[config.mk]
export PLATFORM = sky130hd
export DESIGN_NAME = pwm_slice_scheduler
export DESIGN_NICKNAME = d
export VERILOG_FILES = /design/src/pss_pkg.sv /design/src/pwm_slice_scheduler.sv /design/src/pss_regs.sv /design/src/pss_ctrl.sv /design/src/pss_datapath.sv
export SDC_FILE = /design/constraint.sdc
export NUM_CORES = 1
export LEC_CHECK = 0
export BUFFER_PORTS_ARGS = -buffer_cell sky130_fd_sc_hd__buf_2
export CAP_MARGIN = 25
export CORE_ASPECT_RATIO = 2
export CORE_MARGIN = 8
export CORE_UTILIZATION = 35
export DETAILED_ROUTE_END_ITERATION = 10
export PLACE_DENSITY = 0.53
export SETUP_SLACK_MARGIN = 0.5
export SLEW_MARGIN = 20
export SYNTH_ARGS = -nofsm -noshare
export SYNTH_HDL_FRONTEND = slang
export SYNTH_HIERARCHICAL = 1
export SYNTH_SLANG_ARGS = --single-unit
export TNS_END_PERCENT = 5
[constraint.sdc]
create_clock -name clk -period 14.11 [get_ports clk]
set_input_delay 0.7055 -clock clk [delete_from_list [all_inputs] [get_ports clk]]
set_output_delay 0.7055 -clock clk [all_outputs]
set_load 0.01 [all_outputs]
[src/pss_pkg.sv]
// Package: types, constants and helpers shared by the PWM slice scheduler.
`default_nettype none
package pss_pkg;

	localparam int CHANNELS = 8;
	localparam int SLOTS    = CHANNELS + 1;
	localparam int SLOT_W   = $clog2(SLOTS);
	localparam int CNT_W    = $clog2(SLOTS + 1);
	localparam int TICK_W   = 16;
	localparam int CHAN_W   = 3;
	localparam int CCNT_W   = 4;
	localparam int ADDR_W   = 4;
	localparam int DATA_W   = 32;

	localparam logic CMD_SET_DUTY = 1'b0;
	localparam logic CMD_EXPIRY   = 1'b1;

	typedef logic [SLOT_W-1:0]   slot_t;
	typedef logic [CHANNELS-1:0] mask_t;
	typedef logic [TICK_W-1:0]   tick_t;

	typedef struct packed {
		logic              command;
		logic [CHAN_W-1:0] channel;
		tick_t             duty;
	} item_t;

	typedef struct packed {
		mask_t set_mask;
		mask_t clear_mask;
		tick_t next_delay;
		logic  rejected;
	} result_t;

	typedef struct packed {
		tick_t             period;
		logic              reverse;
		logic [CCNT_W-1:0] channel_count;
	} cfg_t;

	typedef enum logic [1:0] {
		REG_PERIOD,
		REG_REVERSE,
		REG_CHAN_COUNT
	} reg_idx_t;

	typedef enum logic [3:0] {
		ST_IDLE,
		ST_EXP_RD,
		ST_EXP_OUT,
		ST_HEAD,
		ST_STRIP,
		ST_RM_INIT,
		ST_RM_CHK,
		ST_RM_LINK,
		ST_FIND_INIT,
		ST_FIND,
		ST_FREE,
		ST_LINK_NEW,
		ST_DONE
	} state_t;

	typedef enum logic [4:0] {
		OP_NONE,
		OP_ACCEPT,
		OP_EXP_RD,
		OP_EXP_OUT,
		OP_HEAD,
		OP_STRIP,
		OP_RM_INIT,
		OP_RM_FREE,
		OP_RM_KEEP,
		OP_RM_LINK,
		OP_FIND_INIT,
		OP_FIND,
		OP_HIT,
		OP_FREE_INIT,
		OP_FREE_NEXT,
		OP_FREE_TAKE,
		OP_LINK_NEW
	} op_t;

	typedef enum logic [1:0] {
		RD_ZERO,
		RD_CUR,
		RD_CURRENT,
		RD_N
	} rd_sel_t;

	typedef struct packed {
		rd_sel_t rd;
		op_t     op;
	} cmd_t;

	typedef struct packed {
		logic reject;
		logic expiry;
		logic duty_zero;
		logic walk_end;
		logic slot_empty;
		logic find_more;
		logic find_hit;
		logic free_hit;
		logic n_last;
	} stat_t;

	// out-of-range slot numbers read as slot 0
	function automatic slot_t slot_ok(input slot_t s);
		slot_t r;
		r = (int'(s) < SLOTS) ? s : '0;
		return r;
	endfunction

endpackage
`default_nettype wire

[src/pwm_slice_scheduler.sv]
// Top level of the PWM slice scheduler: registers, controller and datapath.
//
// channel   | handshake                      | payload
// ----------+--------------------------------+-------------------------------
// item      | start, accepted when busy low  | item (command, channel, duty)
// result    | done, one cycle, no stall      | result (masks, delay, rejected)
// config    | APB write, pready tied high    | period, reverse, channel_count
//
// Expiry: two table reads after accept, then the strobe. Rejected set duty: the
// strobe follows accept. Accepted set duty: the single table read port is
// walked one slice per cycle over strip, prune and search passes, a freed slice
// adding a relink step, then one slot per cycle in the free-slot scan.
// Reset empties the table at once; no clearing pass. Results cannot be stalled.
`default_nettype none
module pwm_slice_scheduler (
	input  logic                       clk,
	input  logic                       arst_n,
	input  logic                       start,
	output logic                       busy,
	input  pss_pkg::item_t             item,
	output logic                       done,
	output pss_pkg::result_t           result,
	input  logic                       psel,
	input  logic                       penable,
	input  logic                       pwrite,
	input  logic [pss_pkg::ADDR_W-1:0] paddr,
	input  logic [pss_pkg::DATA_W-1:0] pwdata,
	output logic [pss_pkg::DATA_W-1:0] prdata,
	output logic                       pready
);
	import pss_pkg::*;

	cfg_t  cfg;
	cmd_t  cmd;
	stat_t stat;

	pss_regs u_regs (
		.clk     (clk),
		.arst_n  (arst_n),
		.psel    (psel),
		.penable (penable),
		.pwrite  (pwrite),
		.paddr   (paddr),
		.pwdata  (pwdata),
		.prdata  (prdata),
		.pready  (pready),
		.cfg     (cfg)
	);

	pss_ctrl u_ctrl (
		.clk    (clk),
		.arst_n (arst_n),
		.start  (start),
		.stat   (stat),
		.cmd    (cmd),
		.busy   (busy),
		.done   (done)
	);

	pss_datapath u_dp (
		.clk    (clk),
		.arst_n (arst_n),
		.cmd    (cmd),
		.item   (item),
		.cfg    (cfg),
		.stat   (stat),
		.result (result)
	);

endmodule
`default_nettype wire

[src/pss_regs.sv]
// APB configuration registers: period, reverse, channel_count.
`default_nettype none
module pss_regs (
	input  logic                       clk,
	input  logic                       arst_n,
	input  logic                       psel,
	input  logic                       penable,
	input  logic                       pwrite,
	input  logic [pss_pkg::ADDR_W-1:0] paddr,
	input  logic [pss_pkg::DATA_W-1:0] pwdata,
	output logic [pss_pkg::DATA_W-1:0] prdata,
	output logic                       pready,
	output pss_pkg::cfg_t              cfg
);
	import pss_pkg::*;

	cfg_t     cfg_q;
	reg_idx_t idx;
	logic     wr_en;

	assign idx    = reg_idx_t'(paddr[ADDR_W-1:2]);
	assign wr_en  = psel & penable & pwrite;
	assign pready = 1'b1;
	assign cfg    = cfg_q;

	always_ff @(posedge clk or negedge arst_n) begin
		if (!arst_n) begin
			cfg_q.period        <= '1;
			cfg_q.reverse       <= 1'b0;
			cfg_q.channel_count <= CCNT_W'(CHANNELS);
		end else if (wr_en) begin
			unique case (idx)
				REG_PERIOD:     cfg_q.period        <= pwdata[TICK_W-1:0];
				REG_REVERSE:    cfg_q.reverse       <= pwdata[0];
				REG_CHAN_COUNT: cfg_q.channel_count <= pwdata[CCNT_W-1:0];
				default: ;
			endcase
		end
	end

	always_comb begin
		unique case (idx)
			REG_PERIOD:     prdata = DATA_W'(cfg_q.period);
			REG_REVERSE:    prdata = DATA_W'(cfg_q.reverse);
			REG_CHAN_COUNT: prdata = DATA_W'(cfg_q.channel_count);
			default:        prdata = '0;
		endcase
	end

endmodule
`default_nettype wire

[src/pss_ctrl.sv]
// Controller state machine sequencing expiry and set-duty transactions.
`default_nettype none
module pss_ctrl (
	input  logic           clk,
	input  logic           arst_n,
	input  logic           start,
	input  pss_pkg::stat_t stat,
	output pss_pkg::cmd_t  cmd,
	output logic           busy,
	output logic           done
);
	import pss_pkg::*;

	state_t state_q;
	state_t state_d;

	always_ff @(posedge clk or negedge arst_n) begin
		if (!arst_n) begin
			state_q <= ST_IDLE;
		end else begin
			state_q <= state_d;
		end
	end

	always_comb begin
		state_d = state_q;
		unique case (state_q)
			ST_IDLE: begin
				if (start) begin
					if (stat.expiry)
						state_d = ST_EXP_RD;
					else if (stat.reject)
						state_d = ST_DONE;
					else
						state_d = ST_HEAD;
				end
			end
			ST_EXP_RD:    state_d = ST_EXP_OUT;
			ST_EXP_OUT:   state_d = ST_DONE;
			ST_HEAD:      state_d = ST_STRIP;
			ST_STRIP: begin
				if (stat.walk_end)
					state_d = ST_RM_INIT;
			end
			ST_RM_INIT:   state_d = ST_RM_CHK;
			ST_RM_CHK: begin
				if (stat.walk_end)
					state_d = stat.duty_zero ? ST_DONE : ST_FIND_INIT;
				else if (stat.slot_empty)
					state_d = ST_RM_LINK;
			end
			ST_RM_LINK:   state_d = ST_RM_CHK;
			ST_FIND_INIT: state_d = ST_FIND;
			ST_FIND: begin
				if (!(!stat.walk_end && stat.find_more))
					state_d = stat.find_hit ? ST_DONE : ST_FREE;
			end
			ST_FREE: begin
				if (stat.free_hit)
					state_d = ST_LINK_NEW;
				else if (stat.n_last)
					state_d = ST_DONE;
			end
			ST_LINK_NEW:  state_d = ST_DONE;
			ST_DONE:      state_d = ST_IDLE;
			default:      state_d = ST_IDLE;
		endcase
	end

	always_comb begin
		cmd.rd = RD_ZERO;
		cmd.op = OP_NONE;
		busy   = (state_q != ST_IDLE);
		done   = (state_q == ST_DONE);
		unique case (state_q)
			ST_IDLE: begin
				if (start)
					cmd.op = OP_ACCEPT;
			end
			ST_EXP_RD: begin
				cmd.rd = RD_CURRENT;
				cmd.op = OP_EXP_RD;
			end
			ST_EXP_OUT: begin
				cmd.rd = RD_CUR;
				cmd.op = OP_EXP_OUT;
			end
			ST_HEAD: begin
				cmd.op = OP_HEAD;
			end
			ST_STRIP: begin
				cmd.rd = RD_CUR;
				if (!stat.walk_end)
					cmd.op = OP_STRIP;
			end
			ST_RM_INIT: begin
				cmd.op = OP_RM_INIT;
			end
			ST_RM_CHK: begin
				cmd.rd = RD_CUR;
				if (!stat.walk_end)
					cmd.op = stat.slot_empty ? OP_RM_FREE : OP_RM_KEEP;
			end
			ST_RM_LINK: begin
				cmd.op = OP_RM_LINK;
			end
			ST_FIND_INIT: begin
				cmd.op = OP_FIND_INIT;
			end
			ST_FIND: begin
				cmd.rd = RD_CUR;
				if (!stat.walk_end && stat.find_more)
					cmd.op = OP_FIND;
				else if (stat.find_hit)
					cmd.op = OP_HIT;
				else
					cmd.op = OP_FREE_INIT;
			end
			ST_FREE: begin
				cmd.rd = RD_N;
				if (stat.free_hit)
					cmd.op = OP_FREE_TAKE;
				else if (!stat.n_last)
					cmd.op = OP_FREE_NEXT;
			end
			ST_LINK_NEW: begin
				cmd.op = OP_LINK_NEW;
			end
			ST_DONE: ;
			default: ;
		endcase
	end

endmodule
`default_nettype wire

[src/pss_datapath.sv]
// Slice table, walk registers and result register of the scheduler.
`default_nettype none
module pss_datapath (
	input  logic             clk,
	input  logic             arst_n,
	input  pss_pkg::cmd_t    cmd,
	input  pss_pkg::item_t   item,
	input  pss_pkg::cfg_t    cfg,
	output pss_pkg::stat_t   stat,
	output pss_pkg::result_t result
);
	import pss_pkg::*;

	tick_t             tick_q [SLOTS];
	mask_t             set_q  [SLOTS];
	mask_t             clr_q  [SLOTS];
	slot_t             link_q [SLOTS];
	slot_t             current_q;
	slot_t             cur_q;
	slot_t             prev_q;
	logic [CNT_W-1:0]  n_q;
	mask_t             bit_q;
	tick_t             duty_q;
	tick_t             tcur_q;
	result_t           res_q;

	slot_t             rd_addr;
	tick_t             rd_tick;
	mask_t             rd_set;
	mask_t             rd_clr;
	slot_t             rd_next;
	logic [CCNT_W:0]   limit;
	logic              reject;
	tick_t             tnext;
	logic [CNT_W-1:0]  n_inc;

	always_comb begin
		unique case (cmd.rd)
			RD_ZERO:    rd_addr = '0;
			RD_CUR:     rd_addr = cur_q;
			RD_CURRENT: rd_addr = slot_ok(current_q);
			RD_N:       rd_addr = n_q[SLOT_W-1:0];
			default:    rd_addr = '0;
		endcase
	end

	assign rd_tick = tick_q[rd_addr];
	assign rd_set  = set_q[rd_addr];
	assign rd_clr  = clr_q[rd_addr];
	assign rd_next = slot_ok(link_q[rd_addr]);
	assign n_inc   = n_q + CNT_W'(1);

	assign limit  = ({1'b0, cfg.channel_count} < (CCNT_W + 1)'(CHANNELS))
		? {1'b0, cfg.channel_count} : (CCNT_W + 1)'(CHANNELS);
	assign reject = ((CCNT_W + 1)'(item.channel) >= limit) || (item.duty >= cfg.period);
	assign tnext  = (rd_tick == '0) ? cfg.period : rd_tick;

	assign stat.reject     = reject;
	assign stat.expiry     = (item.command == CMD_EXPIRY);
	assign stat.duty_zero  = (duty_q == '0);
	assign stat.walk_end   = (n_q >= CNT_W'(SLOTS)) || (cur_q == '0);
	assign stat.slot_empty = (rd_set == '0) && (rd_clr == '0);
	assign stat.find_more  = (rd_tick < duty_q);
	assign stat.find_hit   = (cur_q != '0) && (rd_tick == duty_q);
	assign stat.free_hit   = (rd_tick == '0);
	assign stat.n_last     = (n_q == CNT_W'(SLOTS - 1));

	assign result = res_q;

	always_ff @(posedge clk or negedge arst_n) begin
		if (!arst_n) begin
			for (int i = 0; i < SLOTS; i++) begin
				tick_q[i] <= '0;
				set_q[i]  <= '0;
				clr_q[i]  <= '0;
				link_q[i] <= '0;
			end
			current_q <= '0;
			cur_q     <= '0;
			prev_q    <= '0;
			n_q       <= '0;
		end else begin
			case (cmd.op)
				OP_EXP_RD: begin
					cur_q <= rd_next;
				end
				OP_EXP_OUT: begin
					current_q <= cur_q;
				end
				OP_HEAD: begin
					if (duty_q == '0) begin
						set_q[0] <= set_q[0] & ~bit_q;
						clr_q[0] <= clr_q[0] | bit_q;
					end else begin
						clr_q[0] <= clr_q[0] & ~bit_q;
						set_q[0] <= set_q[0] | bit_q;
					end
					cur_q <= rd_next;
					n_q   <= '0;
				end
				OP_STRIP: begin
					set_q[cur_q] <= rd_set & ~bit_q;
					clr_q[cur_q] <= rd_clr & ~bit_q;
					cur_q        <= rd_next;
					n_q          <= n_inc;
				end
				OP_RM_INIT, OP_FIND_INIT: begin
					prev_q <= '0;
					cur_q  <= rd_next;
					n_q    <= '0;
				end
				OP_RM_FREE: begin
					tick_q[cur_q] <= '0;
					link_q[cur_q] <= '0;
					cur_q         <= rd_next;
					current_q     <= '0;
				end
				OP_RM_KEEP, OP_FIND: begin
					prev_q <= cur_q;
					cur_q  <= rd_next;
					n_q    <= n_inc;
				end
				OP_RM_LINK: begin
					link_q[prev_q] <= cur_q;
					n_q            <= n_inc;
				end
				OP_HIT: begin
					clr_q[cur_q] <= rd_clr | bit_q;
				end
				OP_FREE_INIT: begin
					n_q <= CNT_W'(1);
				end
				OP_FREE_NEXT: begin
					n_q <= n_inc;
				end
				OP_FREE_TAKE: begin
					tick_q[n_q[SLOT_W-1:0]] <= duty_q;
					set_q[n_q[SLOT_W-1:0]]  <= '0;
					clr_q[n_q[SLOT_W-1:0]]  <= bit_q;
					link_q[n_q[SLOT_W-1:0]] <= cur_q;
				end
				OP_LINK_NEW: begin
					link_q[prev_q] <= n_q[SLOT_W-1:0];
				end
				default: ;
			endcase
		end
	end

	always_ff @(posedge clk) begin
		case (cmd.op)
			OP_ACCEPT: begin
				bit_q  <= mask_t'(1) << item.channel;
				duty_q <= item.duty;
				res_q  <= '{set_mask: '0, clear_mask: '0, next_delay: '0,
					rejected: (item.command == CMD_SET_DUTY) && reject};
			end
			OP_EXP_RD: begin
				tcur_q           <= rd_tick;
				res_q.set_mask   <= cfg.reverse ? rd_clr : rd_set;
				res_q.clear_mask <= cfg.reverse ? rd_set : rd_clr;
			end
			OP_EXP_OUT: begin
				res_q.next_delay <= tnext - tcur_q;
			end
			default: ;
		endcase
	end

endmodule
`default_nettype wire

Word-level counts from Yosys, hierarchy flattened
Cells that the tools add are included.

Output and inout bits: 68. Bits in registers: 438.

Reductions and logical operators: 43. Muxes and demuxes: 77. Add/sub/neg operators: 2. Equality and inequality tests: 40. Order comparisons: 14. Bitwise logic cells: 21. Shift operators: 1.

Operators by type and width (count): bitwise mux 72 bit (4); one-hot mux 144 bit (2 select lines) (1); one-hot mux 64 bit (3 select lines) (1); bitwise AND 144 bit (1); bitwise mux 144 bit (1); NOT 144 bit (1); one-hot mux 36 bit (4 select lines) (1); demux 16 bit (select 4 bit) (2); one-hot mux 64 bit (2 select lines) (1); bitwise mux 36 bit (3); 2-to-1 mux 16 bit (5); 2-to-1 mux 4 bit (20); 2-to-1 mux 8 bit (10); bitwise AND 72 bit (1); NOT 72 bit (1); binary-select mux 16 bit (select 4 bit) (1); binary-select mux 8 bit (select 4 bit) (2); demux 8 bit (select 4 bit) (2); one-hot mux 16 bit (2 select lines) (2); one-hot mux 5 bit (12 select lines) (1); demux 4 bit (select 4 bit) (3); one-hot mux 16 bit (3 select lines) (1); equality test 5 x 4 -> 1 bit, second input constant (8); one-hot mux 4 bit (10 select lines) (1); 60 further kinds (124).

Logic depth before layout (Yosys ltp)
Depth after elaboration: 17. Depth in mapped cells: 40. Gate-level depth less buffers: 33.

By module
Netlist, hierarchy kept.

Modules (own cells, without submodules): pss_datapath (area an instance 23341.1 µm², cells an instance 2739, seq. area each 10700.3 µm², times used 1); pss_regs (area an instance 1182.4 µm², cells an instance 91, seq. area each 546.8 µm², times used 1); pss_ctrl (area an instance 610.6 µm², cells an instance 87, seq. area each 100.1 µm², times used 1).

Worst setup path before layout
Ideal clock, no wire load.

Kind: reg-to-reg. Start point: register u_ctrl.state_q[2]. End point: register u_dp/clr_q[34] (netlist bit). Required time: 14.046 ns. Cell stages (with the launch flop): 39. Buffers on the path: 7. Arrival time: 7.032 ns. Setup time: 0.064 ns. Path slack: 7.014 ns. Path through: dfrtp_1 -> buf_6 -> buf_2 -> inv_1 -> nor2_1 -> a21oi_1 -> o21ai_0 -> buf_6 -> nor2b_1 -> a221oi_2 -> o211ai_1 -> buf_2 -> a211oi_1 -> a211o_1 -> ha_1 -> nor2b_1 -> o21a_1 -> o21a_1 -> [3 not listed] -> nand2b_1 -> a21oi_1 -> nor3_1 -> a211oi_1 -> nand2b_1 -> or4_4 -> o221ai_1 -> clkbuf_1 -> nand2_1 -> nor3_1 -> clkbuf_1 -> and3_1 -> clkbuf_1 -> a21o_1 -> nand2_1 -> o31ai_1 -> a21oi_1 -> o21ba_2.

RTL lines: from (decl) (RTL line pss_ctrl.sv:14) `state_t state_q;`; from (signal assigned) (RTL line pss_ctrl.sv:21) `state_q <= state_d;`; to (signal, indexed assignment) (RTL line pss_datapath.sv:103) `clr_q[cur_q] <= rd_clr & ~bit_q;`; to (signal, indexed assignment) (RTL line pss_datapath.sv:128) `clr_q[cur_q] <= rd_clr | bit_q;`; to (signal, indexed assignment) (RTL line pss_datapath.sv:139) `clr_q[n_q[SLOT_W-1:0]] <= bit_q;`; to (decl) (RTL line pss_datapath.sv:16) `mask_t clr_q [SLOTS];`.

==> flow_summary.yaml <==
outcome:
  outcome: "finished, final reports clean"
grt:
  pin_count_of_the_biggest_net_entering_global_routing: 112
  gr-usage-all-layers_pct: 22.6
  vias_in_the_first_global_route: 22900
  grt-ovfl-total: 0
  grt_pass1_wl_um: 140000
  antenna_found_initial: 1
place:
  dp_hpwl_um: 64200
  numPortBuffers: 94
  detailedPlace.worstSlack_ns: 3.80
  gp_routability_congestion: 0.931
routing:
  met3_wl_um: 5360
  route.antenna.remaining_nets: 0
  avgRoutedWirePerCell_um: 24.2
  route.vias.total: 22500
  vias_per_cell: 5.87
  wl_met2_um: 47600
  drt-total-wl_um: 93100
  uppermost_layer_routed: "met4"
  met1_length_um: 32700
  drt_pass1_iterations: 6
  route.detailed.drc: 0
  initialDrtViolationCount: 2087
die:
  die_area_mm2: 0.0812
  die_w_um: 205
  core_mm2: 0.0715
  initial_utilization_pct: 35.2
  placementRows: 139
  i_o_pins: 130
  dieHeight_um: 395
critical_path:
  critical_path_arrival_ns: 10.91
  crit_path_from: "u_ctrl/state_q[0]"
  critPathSlowestCell: "sky130_fd_sc_hd__a211oi_1"
  rrSetupSlack_ns: 3.66
  critical_path_s_largest_stage_delay_ns: 0.77
  cp.required_ns: 14.57
  setup.worst_path.end_class: "flop"
  critPathMaxFanout: 35
  reg2reg_from: "u_ctrl/state_q[0]"
  crit_top_cell: "sky130_fd_sc_hd__nand2b_1"
  worst_setup_path_start_kind: "flop"
  criticalPathCategory: "reg2reg"
clocking:
  post-cts-setup-buffers: 0
  cts-htree-levels: 2
  post_cts_hold_buffers: 0
  cts-buffers-inserted: 44
  clkSinkCount: 438
  clk-insertion-delay-late_ns: 0.59
  cts_tree: "built"
  clkTransAtPathRegs_ns: 0.06
  clockBufferDepth: 3
  cts.repair.resized: 0
  cts.root.buffer_cell: "sky130_fd_sc_hd__clkbuf_16"
logic_synthesis:
  syn-mean-instance-area_um2: 8.62
  ys_ff_latch: 438
  synth-seq-area-share_pct: 45.1
  count_of_mapped_cells_out_of_synthesis: 2917
  synth_cell_type_count: 83
  ys_warn_count: 6
  async_reset_ff_share_pct: 83.3
  ys.flop_type: "sky130_fd_sc_hd__dfrtp_1"
  synth_cell_area_mm2: 0.0251
  synth-edff-count: 73
sta:
  final_min_period_over_clock_period_pct: 74.1
  final.setup.tns_ns: 0
  final.min_clock_period_ns: 10.45
  timing.final.ws_setup_ns: 3.66
  finalMaxSlewViolations: 0
  timing_hold_violations_final: 0
  slew-limit-headroom_pct: 28.3
  timing.clock.skew_ns: 0.0186
  grt_setup_unrepaired: "false"
  max_clock_freq_ghz: 0.0957
  worstMarginPinSlew_ns: 1.07
  setup_violations: 0
layout:
  layout-area-overhead-vs-synth_pct: 10.6
  layout_filler_cell_count: 7195
  drive_gt1_share_pct: 11.3
  nets: 3007
flow_run:
  maxCapViolations: 0
power_and_ir_drop:
  power_density_mw_per_mm2: 250
  power.static_leakage_nw: 12.1
  design_power_total_mw: 6.94
  peakVddDrop_mv: 0.319
hold_path:
  hold_path_class: "in2async"
-- path summary, 6_finish.rpt --
| kind | endpoint | depth (start not counted) |
|---|---|---|
| min in group clk | u_dp/duty_q[2] | 1 |
| max in group asynchronous | u_dp/set_q[4] | 3 |
| worst min register to register | u_dp/set_q[3] | 2 |
| worst max register to register | u_dp/link_q[27] | 29 |
| worst min-delay path | u_regs/cfg[2] | 1 |
| worst max-delay path | u_dp/link_q[27] | 29 |
-- final cells by class --
cell class                      instances  area, um2  area share (%)
Clock buffer                           55       1200            4.30
Multi-Input combinational cell       2160      12400            44.7
Antenna cell                            1       2.50         0.00900
Sequential cell                       438      11300            40.8
Tap cell                              916       1150            4.12
Timing Repair Buffer                  163       1010            3.65
Inverter                               82        308            1.11
Clock inverter                         25        347            1.25
-- critical path: cells and delay by family (launching register included) --
kind | cells | cell delay, ns
adder cells (fa/ha/maj) | 1 | 0.30
buffers and inverters | 2 | 0.61
AO/OA/AOI/OAI | 9 | 2.61
AND/OR/NAND/NOR | 17 | 5.97
flip-flops | 1 | 0.73
-- per-stage QoR --
step / hold WS, ns / utilization (%) / cells / instance area, um2
floorplan: 0.410 / - / 2932 / 25200
global placement: 0.462 / 36.7 / 3756 / 26200
global route: 0.251 / 38.9 / 3839 / 27800
detailed placement: 0.471 / 36.7 / 3756 / 26200
CTS: 0.210 / 38.8 / 3836 / 27800
finish: 0.191 / 38.9 / 3840 / 27800
-- cells in the final DEF (no fill, tap or decap), types with 11 or more instances in the layout --
cell type                   instances
sky130_fd_sc_hd__nand2_1          737
sky130_fd_sc_hd__dfrtp_1          348
sky130_fd_sc_hd__o21ai_0          253
sky130_fd_sc_hd__a21oi_1          116
sky130_fd_sc_hd__nor2_1           107
sky130_fd_sc_hd__buf_2             95
sky130_fd_sc_hd__inv_1             82
sky130_fd_sc_hd__nand3_1           80
sky130_fd_sc_hd__edfxtp_1          73
sky130_fd_sc_hd__buf_4             66
sky130_fd_sc_hd__o22ai_1           58
sky130_fd_sc_hd__ha_1              55
sky130_fd_sc_hd__o31ai_1           52
sky130_fd_sc_hd__a211oi_1          52
sky130_fd_sc_hd__a22o_1            49
sky130_fd_sc_hd__and2_1            48
sky130_fd_sc_hd__nor2b_1           47
sky130_fd_sc_hd__clkbuf_16         44
sky130_fd_sc_hd__mux2i_1           38
sky130_fd_sc_hd__a221oi_1          32
sky130_fd_sc_hd__and3_1            30
sky130_fd_sc_hd__nor3_1            24
sky130_fd_sc_hd__a21o_1            24
sky130_fd_sc_hd__nand2b_1          23
sky130_fd_sc_hd__a31oi_1           22
sky130_fd_sc_hd__a222oi_1          22
sky130_fd_sc_hd__a311oi_1          18
sky130_fd_sc_hd__mux2_2            18
sky130_fd_sc_hd__conb_1            17
sky130_fd_sc_hd__dfstp_2           17
sky130_fd_sc_hd__o211ai_1          15
sky130_fd_sc_hd__a211o_1           15
sky130_fd_sc_hd__nand4_1           14
sky130_fd_sc_hd__o21a_1            14
sky130_fd_sc_hd__nor4_1            12
sky130_fd_sc_hd__a221o_1           11
sky130_fd_sc_hd__or3_1             11
sky130_fd_sc_hd__or2_2             11
-- Yosys cell counts (all sizes together) (36+ instances only) --
cell type,n,share of area (%)
mux2i,38,1.5
a22o,49,1.7
nand3,81,1.6
nand2,737,11
edfxtp,73,8.7
inv,82,1.2
nor2b,47,1.2
o31ai,52,1.6
dfrtp,348,35
clkbuf,156,2.3
o22ai,58,1.4
buf,96,2.3
o21ai,260,5.2
ha,55,2.7
a211oi,52,1.6
nor2,110,1.7
a21oi,117,2.3
and2,48,1.2
and3,36,0.90
-- cells by family (layout without fill, tap and decap cells) --
family / after synthesis / in the layout / synth area share (%)
adder cells (fa/ha/maj): 56 / 56 / 2.82
other: 2 / 18 / 0.0299
buffers and inverters: 334 / 325 / 5.88
XOR/XNOR: 7 / 7 / 0.244
flip-flops: 438 / 438 / 45.1
AO/OA/AOI/OAI: 819 / 819 / 21.6
AND/OR/NAND/NOR: 1195 / 1195 / 21.3
multiplexers: 66 / 66 / 2.92
-- power breakdown --
group / internal, mW / switching, mW
sequential: 1.66 / 0.269
combinational: 1.26 / 2.47
clock: 0.737 / 0.548
-- layer usage --
| layer | track usage [%] | vias up |
|---|---|---|
| met5 | 0 | - |
| met1 | 23.9 | 11100 |
| met2 | 39.7 | 937 |
| met4 | 16.7 | 0 |
| li1 | - | 10300 |
| met3 | 3.33 | 288 |
-- flip-flops by register name (all words and copies together), names as in the netlist, named ones only --
signal	count
u_dp/current_q	4
u_dp/link_q	36
u_ctrl/state_q	4
u_dp/duty_q	16
u_dp/result	33
u_dp/bit_q	8
u_dp/tcur_q	16
u_dp/clr_q	64
u_dp/n_q	4
u_regs/cfg	21
u_dp/cur_q	4
u_dp/set_q	64
u_dp/prev_q	4
u_dp/tick_q	144
(Power assumes the default switching activity.)
